$ cat src/rtl/scc_pkg.sv
// Shared types, constants and digit helpers for the seven-segment clock.
// No dependencies; every rtl file of the block imports this package.
package scc_pkg;

  typedef enum logic [1:0] {
    CMD_TICK = 2'd0,
    CMD_SET  = 2'd1,
    CMD_SHOW = 2'd2,
    CMD_NONE = 2'd3
  } cmd_e;

  localparam logic [15:0] TPS_RESET          = 16'd1001;
  localparam logic [7:0]  SEG_POINT          = 8'h80;
  localparam logic [7:0]  SEG_BLANK          = 8'hFF;
  localparam logic [4:0]  HOUR_MAX           = 5'd23;
  localparam logic [5:0]  MINUTE_MAX         = 6'd59;
  localparam logic [5:0]  SECOND_MAX         = 6'd59;
  localparam logic [6:0]  SECONDS_PER_MINUTE = 7'd60;

  localparam logic [7:0] SEG_TABLE [10] = '{
    8'h40, 8'h79, 8'h24, 8'h30, 8'h19, 8'h12, 8'h02, 8'h78, 8'h00, 8'h10
  };

  typedef struct packed {
    cmd_e       cmd;
    logic [4:0] hour;
    logic [5:0] minute;
    logic [5:0] second;
    logic       day_odd;
    logic [4:0] thousands;
    logic [9:0] rest;
    logic       point;
  } item_t;

  typedef struct packed {
    logic [31:0] segs;
    logic        write;
    logic        led;
  } result_t;

  typedef struct packed {
    logic [4:0] hour;
    logic [5:0] minute;
    logic [5:0] second;
  } status_t;

  typedef struct packed {
    logic [4:0] quot;
    logic [9:0] rest;
  } split_k_t;

  typedef struct packed {
    logic [3:0] quot;
    logic [6:0] rest;
  } split_h_t;

  typedef struct packed {
    logic [3:0] hi;
    logic [3:0] lo;
  } pair_t;

  function automatic split_k_t split_1000(logic [13:0] v);
    split_k_t r;
    r.quot = '0;
    r.rest = v[9:0];
    for (int k = 1; k <= 16; k++) begin
      if (v >= 14'(k * 1000)) begin
        r.quot = 5'(k);
        r.rest = 10'(v - 14'(k * 1000));
      end
    end
    return r;
  endfunction

  function automatic split_h_t split_100(logic [9:0] v);
    split_h_t r;
    r.quot = '0;
    r.rest = v[6:0];
    for (int k = 1; k <= 9; k++) begin
      if (v >= 10'(k * 100)) begin
        r.quot = 4'(k);
        r.rest = 7'(v - 10'(k * 100));
      end
    end
    return r;
  endfunction

  function automatic pair_t split_10(logic [6:0] v);
    pair_t r;
    r.hi = '0;
    r.lo = v[3:0];
    for (int k = 1; k <= 9; k++) begin
      if (v >= 7'(k * 10)) begin
        r.hi = 4'(k);
        r.lo = 4'(v - 7'(k * 10));
      end
    end
    return r;
  endfunction

  function automatic logic [7:0] seg_byte(logic [4:0] d, logic pt);
    logic [7:0] b;
    b = (d > 5'd9) ? SEG_BLANK : SEG_TABLE[d[3:0]];
    return pt ? b : (b | SEG_POINT);
  endfunction

endpackage

$ cat src/rtl/scc_in_reg.sv
// Input register of the seven-segment clock: unpacks the slave word and
// splits the show value into thousands and remainder. Uses scc_pkg.
module scc_in_reg import scc_pkg::*; (
  input  logic        clk_i,
  input  logic        rst_ni,
  input  logic        valid_i,
  input  logic [39:0] tdata_i,
  input  logic [1:0]  tuser_i,
  input  logic        advance_i,
  output logic        ready_o,
  output logic        valid_o,
  output item_t       item_o
);

  logic     valid_q;
  item_t    item_q;
  item_t    item_d;
  split_k_t split;

  assign ready_o = !valid_q || advance_i;
  assign valid_o = valid_q;
  assign item_o  = item_q;

  always_comb begin
    split             = split_1000(tdata_i[31:18]);
    item_d.cmd        = cmd_e'(tuser_i);
    item_d.hour       = tdata_i[4:0];
    item_d.minute     = tdata_i[10:5];
    item_d.second     = tdata_i[16:11];
    item_d.day_odd    = tdata_i[17];
    item_d.thousands  = split.quot;
    item_d.rest       = split.rest;
    item_d.point      = tdata_i[32];
  end

  always_ff @(posedge clk_i or negedge rst_ni) begin
    if (!rst_ni) begin
      valid_q <= 1'b0;
    end else if (valid_i && ready_o) begin
      valid_q <= 1'b1;
    end else if (advance_i) begin
      valid_q <= 1'b0;
    end
  end

  always_ff @(posedge clk_i) begin
    if (valid_i && ready_o) begin
      item_q <= item_d;
    end
  end

endmodule

$ cat src/rtl/scc_core.sv
// Clock state of the seven-segment clock: prescaler, seconds, hour, minute,
// day parity, LED and held segments, plus the next display. Uses scc_pkg.
module scc_core import scc_pkg::*; (
  input  logic        clk_i,
  input  logic        rst_ni,
  input  logic        cfg_we_i,
  input  logic [15:0] cfg_wdata_i,
  input  logic        step_i,
  input  item_t       item_i,
  output result_t     result_o,
  output status_t     status_o
);

  logic [15:0] tps_q;
  logic [15:0] tick_q, tick_d;
  logic [5:0]  sec_q, sec_d;
  logic [4:0]  hour_q, hour_d;
  logic [5:0]  min_q, min_d;
  logic        odd_q, odd_d;
  logic        led_q, led_d;
  logic [31:0] segs_q, segs_d;
  logic [16:0] tick_inc;
  logic [6:0]  sec_inc;
  logic        show_time;
  logic        show_num;
  pair_t       hour_p;
  pair_t       min_p;
  split_h_t    num_h;
  pair_t       num_p;

  always_comb begin
    tick_d    = tick_q;
    sec_d     = sec_q;
    hour_d    = hour_q;
    min_d     = min_q;
    odd_d     = odd_q;
    led_d     = led_q;
    show_time = 1'b0;
    show_num  = 1'b0;
    tick_inc  = {1'b0, tick_q} + 17'd1;
    sec_inc   = {1'b0, sec_q} + 7'd1;

    unique case (item_i.cmd)
      CMD_TICK: begin
        if (tick_inc >= {1'b0, tps_q}) begin
          tick_d = '0;
          led_d  = sec_q[0];
          if (sec_inc >= SECONDS_PER_MINUTE) begin
            sec_d = '0;
            if (min_q >= MINUTE_MAX) begin
              min_d  = '0;
              hour_d = (hour_q >= HOUR_MAX) ? '0 : hour_q + 5'd1;
            end else begin
              min_d = min_q + 6'd1;
            end
            show_time = 1'b1;
          end else begin
            sec_d = sec_inc[5:0];
          end
        end else begin
          tick_d = tick_inc[15:0];
        end
      end
      CMD_SET: begin
        hour_d    = (item_i.hour > HOUR_MAX) ? HOUR_MAX : item_i.hour;
        min_d     = (item_i.minute > MINUTE_MAX) ? MINUTE_MAX : item_i.minute;
        sec_d     = (item_i.second > SECOND_MAX) ? SECOND_MAX : item_i.second;
        odd_d     = item_i.day_odd;
        tick_d    = '0;
        show_time = 1'b1;
      end
      CMD_SHOW: begin
        show_num = 1'b1;
      end
      CMD_NONE: begin
      end
      default: begin
      end
    endcase

    hour_p = split_10({2'b00, hour_d});
    min_p  = split_10({1'b0, min_d});
    num_h  = split_100(item_i.rest);
    num_p  = split_10(num_h.rest);

    if (show_time) begin
      segs_d = {seg_byte({1'b0, min_p.lo}, !odd_d),
                seg_byte({1'b0, min_p.hi}, 1'b0),
                seg_byte({1'b0, hour_p.lo}, 1'b0),
                seg_byte({1'b0, hour_p.hi}, 1'b0)};
    end else if (show_num) begin
      segs_d = {seg_byte({1'b0, num_p.lo}, item_i.point),
                seg_byte({1'b0, num_p.hi}, 1'b0),
                seg_byte({1'b0, num_h.quot}, 1'b0),
                seg_byte(item_i.thousands, 1'b0)};
    end else begin
      segs_d = segs_q;
    end
  end

  assign result_o.segs  = segs_d;
  assign result_o.write = show_time || show_num;
  assign result_o.led   = led_d;

  assign status_o.hour   = hour_q;
  assign status_o.minute = min_q;
  assign status_o.second = sec_q;

  always_ff @(posedge clk_i or negedge rst_ni) begin
    if (!rst_ni) begin
      tps_q <= TPS_RESET;
    end else if (cfg_we_i) begin
      tps_q <= cfg_wdata_i;
    end
  end

  always_ff @(posedge clk_i or negedge rst_ni) begin
    if (!rst_ni) begin
      tick_q <= '0;
      sec_q  <= '0;
      hour_q <= '0;
      min_q  <= '0;
      odd_q  <= 1'b0;
      led_q  <= 1'b0;
      segs_q <= '1;
    end else if (step_i) begin
      tick_q <= tick_d;
      sec_q  <= sec_d;
      hour_q <= hour_d;
      min_q  <= min_d;
      odd_q  <= odd_d;
      led_q  <= led_d;
      segs_q <= segs_d;
    end
  end

endmodule

$ cat src/rtl/seven_segment_clock.sv
// Seven-segment HHMM clock. Each slave word (tick, set time, show number or
// unused) gives exactly one master word: the four active-low segment bytes
// now held, a display-write flag and the LED level. A word passes an input
// register and a result register; one word is accepted in every cycle as
// long as the master side takes its words, and the clock state updates as a
// word moves between them. The user must write ticks_per_second through
// cfg_we_i/cfg_wdata_i only while no word is in flight; the block does not enforce it.
// Depends on scc_pkg, scc_in_reg and scc_core.
module seven_segment_clock import scc_pkg::*; (
  input  logic        clk_i,
  input  logic        rst_ni,
  input  logic        cfg_we_i,
  input  logic [15:0] cfg_wdata_i,
  input  logic        s_axis_tvalid,
  output logic        s_axis_tready,
  // set_hour[4:0], set_minute[10:5], set_second[16:11], set_day_odd[17],
  // shown_number[31:18], show_point[32], zero[39:33]
  input  logic [39:0] s_axis_tdata,
  // cmd[1:0]
  input  logic [1:0]  s_axis_tuser,
  output logic        m_axis_tvalid,
  input  logic        m_axis_tready,
  // seg_thousands[7:0], seg_hundreds[15:8], seg_tens[23:16],
  // seg_units[31:24], led_level_out[32], zero[39:33]
  output logic [39:0] m_axis_tdata,
  // display_write[0]
  output logic [0:0]  m_axis_tuser
);

  logic    in_valid;
  item_t   item;
  logic    advance;
  result_t result;
  status_t status;
  logic    out_valid_q;
  result_t out_q;

  assign advance = in_valid && (!out_valid_q || m_axis_tready);

  scc_in_reg u_in_reg (
    .clk_i     (clk_i),
    .rst_ni    (rst_ni),
    .valid_i   (s_axis_tvalid),
    .tdata_i   (s_axis_tdata),
    .tuser_i   (s_axis_tuser),
    .advance_i (advance),
    .ready_o   (s_axis_tready),
    .valid_o   (in_valid),
    .item_o    (item)
  );

  scc_core u_core (
    .clk_i       (clk_i),
    .rst_ni      (rst_ni),
    .cfg_we_i    (cfg_we_i),
    .cfg_wdata_i (cfg_wdata_i),
    .step_i      (advance),
    .item_i      (item),
    .result_o    (result),
    .status_o    (status)
  );

  always_ff @(posedge clk_i or negedge rst_ni) begin
    if (!rst_ni) begin
      out_valid_q <= 1'b0;
    end else if (advance) begin
      out_valid_q <= 1'b1;
    end else if (m_axis_tready) begin
      out_valid_q <= 1'b0;
    end
  end

  always_ff @(posedge clk_i) begin
    if (advance) begin
      out_q <= result;
    end
  end

  assign m_axis_tvalid = out_valid_q;
  assign m_axis_tdata  = {7'b0, out_q.led, out_q.segs};
  assign m_axis_tuser  = out_q.write;

`ifndef SYNTH
  a_time_in_range: assert property (@(posedge clk_i) disable iff (!rst_ni)
    status.hour <= HOUR_MAX && status.minute <= MINUTE_MAX &&
    status.second <= SECOND_MAX)
    else $error("clock state out of range");

  a_set_writes: assert property (@(posedge clk_i) disable iff (!rst_ni)
    advance && item.cmd == CMD_SET |=> m_axis_tvalid && m_axis_tuser[0])
    else $error("set time word did not rewrite the display");

  a_unused_quiet: assert property (@(posedge clk_i) disable iff (!rst_ni)
    advance && item.cmd == CMD_NONE |=> m_axis_tvalid && !m_axis_tuser[0])
    else $error("unused command rewrote the display");
`endif

endmodule
$ cat config.mk
export PLATFORM = sky130hd
export DESIGN_NAME = seven_segment_clock
export DESIGN_NICKNAME = d
export VERILOG_FILES = /design/src/rtl/scc_pkg.sv /design/src/rtl/scc_in_reg.sv /design/src/rtl/scc_core.sv /design/src/rtl/seven_segment_clock.sv
export SDC_FILE = /design/constraint.sdc
export NUM_CORES = 1
export LEC_CHECK = 0
export BUFFER_PORTS_ARGS = -buffer_cell sky130_fd_sc_hd__buf_2
export CAP_MARGIN = 30
export CORE_MARGIN = 2
export CORE_UTILIZATION = 50
export DETAILED_ROUTE_END_ITERATION = 8
export GPL_ROUTABILITY_DRIVEN = 0
export HOLD_SLACK_MARGIN = 0.02
export PLACE_DENSITY_LB_ADDON = 0.05
export SYNTH_ARGS = -nofsm -noshare
export SYNTH_HDL_FRONTEND = slang
export SYNTH_SLANG_ARGS = --single-unit
export TNS_END_PERCENT = 10
$ cat constraint.sdc
create_clock -name clk_i -period 8.85 [get_ports clk_i]
set_input_delay 2.655 -clock clk_i [delete_from_list [all_inputs] [get_ports clk_i]]
set_output_delay 2.655 -clock clk_i [all_outputs]
set_load 0.005 [all_outputs]
==> metrics.cfg <==
[synthesis]
ys_types = 102
netlist_area_um2 = 13800
synth-seq-cells = 155
synth_edf_count = 70
synth-main-ff-cell = edfxtp_1
synthArstFlopShare_pct = 54.8
syn_avg_cell_area_um2 = 8.24
ys_seq_area_share_pct = 30.9
yosysWarnings = 0
syn_inst = 1678

[die]
die_y_um = 170
die_w_um = 170
dieArea_um2 = 29000
rows = 60
ioPinCount = 106
coreArea_um2 = 27000
initial_utilization_pct = 51.2

[power]
p_leak_nw = 6.17
internal_power_w = 0.00193
powerDensity_nw_per_um2 = 216
fin_total_pwr_w = 0.00324
p_switching_w = 0.00132
clockPowerShare_pct = 23.1
p_sw_share_pct = 40.6
seqPwrFrac_pct = 32.8
ir_drop_v = 0.000147
pwr-share-comb_pct = 44.1

[sta]
tightest_slew_ps = 1150
final.min_clock_period_ps = 7280
maxSlewHeadroom_pct = 23.4
max_freq_mhz = 137
fin_skew_ps = 16.8
hold_ws_ps = 465
maxSlewViolCount = 0
setup_viol = 0
period_share_pct = 82.3
hold_violations = 0
rsz0062_at_grt = no
fin_setup_tns_ps = 0

[clock_tree]
clock_latency_ps = 440
cts_hold_buf = 0
postCtsSetupBuffers = 0
cts-root-buf = clkbuf_16
path_clk_slew_ps = 70
htreeDepth = 4
cts_tree = done
clkSinkCount = 155
numCtsBuffers = 17
ctsResizeCount = 0
cts.path.max_buffers = 2

[drt]
route.detailed.drc = 0
post_drt_wl_per_cell_um = 19.4
wirelength_um = 39900
drt_iter0_markers = 1407
vias = 13112
firstDrtPassIters = 6
antenna_left = 0
vias_per_cell = 6.37

[min_path]
worstHoldStart = u_core.segs_q[17]
hp-class = flop to flop
hold_end = u_core.segs_q[17]
min_path_cells = 2

[status]
status = finished clean

[finish]
nets = 1882
nFillCells = 2573
antenna_cells = 0
syn2layout_area_growth_pct = 8.45
drive_gt1_share_pct = 13.3
stdcell_area_um2 = 15000
stdcell_count = 2059

[placement]
port_buffers = 91
hpwl_um = 28100
place_area_um2 = 14400
dp_cells = 2027

[critical_path]
critPathKind = flop to flop
rrSetupSlack_ps = 1570
worst_setup_path_start_kind = flop
reg2reg_depth = 26
r2r-end = m_axis_tdata[24]
critPathMaxFanout = 10
cp_data_required_time_ps = 9020
rr_startpoint = u_core.tick_q[2]
crit_arrival_ps = 7450
end_kind = flop

[global_routing]
grt_usage_pct = 27.8
overflow = 0
grt_pass1_vias = 12298
antenna_found_initial = 0
grt_pass1_wl_um = 64800
grt_max_degree = 66

[flow_run]
maxCapViolations = 0

-- flip-flops by register name, summed over array words and instances (netlist names) --
name and count:
m_axis_tdata 33, u_in_reg.valid_o 1, u_in_reg.item_o 36, u_core.hour_q 5, u_core.tick_q 16, u_core.min_q 6, m_axis_tuser 1, u_core.sec_q 6
u_core.segs_q 32, u_core.odd_q 1, u_core.tps_q 16, u_core.led_q 1, m_axis_tvalid 1
-- cells in the mapped netlist, types with 14 or more instances --
cell type / count / share of area [%]
o21a_1: 16 / 0.87
nor2_1: 125 / 3.4
dfstp_2: 39 / 7.4
a21o_1: 16 / 0.87
o22ai_1: 15 / 0.68
nor2b_1: 16 / 0.72
nand3_1: 53 / 1.9
edfxtp_1: 70 / 15
a31oi_1: 21 / 0.95
xnor2_1: 26 / 1.6
nand2_1: 193 / 5.2
nand4_1: 15 / 0.68
nor3_1: 29 / 1.0
clkbuf_1: 72 / 2.0
o21ai_1: 18 / 0.65
buf_2: 17 / 0.62
o211ai_1: 29 / 1.6
ha_1: 114 / 10
and2_1: 14 / 0.63
nand2b_1: 24 / 1.1
a21oi_1: 135 / 4.9
dfrtp_1: 46 / 8.3
inv_1: 72 / 2.0
or3_1: 17 / 0.77
and3_1: 26 / 1.2
o31ai_1: 23 / 1.2
o21ai_0: 133 / 4.8
-- per-stage QoR --
stage,util (%),setup WS [ps]
6_report,55.5,1570
5_1_grt,55.5,1020
4_1_cts,55.5,1690
3_5_place_dp,53.3,1770
3_3_place_gp,53.3,1810
2_1_floorplan,-,2730
-- power groups by stage --
stage               combinational [W]  sequential (W)  clock (W)
finish                        0.00143         0.00106   0.000750
floorplan                     0.00107         0.00103          0
detailed placement            0.00140         0.00107          0
global route                  0.00160         0.00108   0.000792
CTS                           0.00141         0.00106   0.000764
global placement              0.00137         0.00107          0
-- area by class of cell --
cell class	count	area [µm²]	share of cell area, %
Clock inverter	11	129	0.859
Tap cell	341	427	2.84
Timing Repair Buffer	104	556	3.70
Sequential cell	155	4280	28.5
Multi-Input combinational cell	1349	8850	59.0
Clock buffer	21	462	3.08
Inverter	78	293	1.95
-- cell usage in the layout (no fill, tap or decap), types with 46 or more instances in the layout --
cell        n
a21oi_1   134
edfxtp_1   70
nand2_1   193
inv_1      71
nor2_1    124
buf_2      90
o21ai_0   133
dfrtp_1    46
ha_1      114
nand3_1    53
-- worst max path at each step --
stage	start	endpoint	slack (ps)	depth (start not counted)
floorplan	u_core.tick_q[2]	m_axis_tdata[24]	2730	29
global placement	u_core.tick_q[2]	m_axis_tdata[24]	1810	26
detailed placement	u_core.tick_q[2]	m_axis_tdata[24]	1770	26
CTS	u_core.tick_q[2]	m_axis_tdata[24]	1690	26
global route	u_core.tick_q[2]	m_axis_tdata[24]	1020	26
finish	u_core.tick_q[2]	m_axis_tdata[24]	1570	26
-- per-layer routing --
| metal | track usage, % | wire [µm] | part of all wire [%] | vias up |
|---|---|---|---|---|
| li1 | - | - | - | 6303 |
| met1 | 37.9 | 18000 | 45 | 6270 |
| met2 | 45.6 | 18900 | 47 | 472 |
| met3 | 4.05 | 2180 | 5.5 | 67 |
| met4 | 8.88 | 836 | 2.1 | 0 |
| met5 | 0 | 0 | 0 | - |
-- cells by family (layout without fill, tap and decap cells) --
family / after synthesis / after routing / synth area share [%]
mux: 24 / 24 / 1.85
flops: 155 / 155 / 30.9
fa+ha+maj: 114 / 114 / 10.3
buf+inv: 180 / 214 / 5.28
simple gates: 571 / 571 / 20.1
xor+xnor: 33 / 33 / 2.09
other cells: 1 / 7 / 0.0271
compound gates: 600 / 600 / 29.4
-- critical path: stages (launching register included) --
cell      delay (ps)
dfrtp_1          440
and3_1           270
and3_1           270
and3_1           310
nand2_1           80
nor2_1           240
nand3_1          140
xnor2_1          170
ha_1             300
o21ai_0          150
or2_2            330
nor4_2           410
o21ai_0          200
a32o_1           270
nor2_1           470
inv_1            200
ha_1             370
a2111o_1         370
o21ai_0          260
nand2_1          160
o211ai_1         420
ha_1             260
nor2_1            80
nor3_1           260
nor2_1           160
a211oi_2         280
o211ai_1         130
No activity file was read; power rests on OpenSTA's default activity.
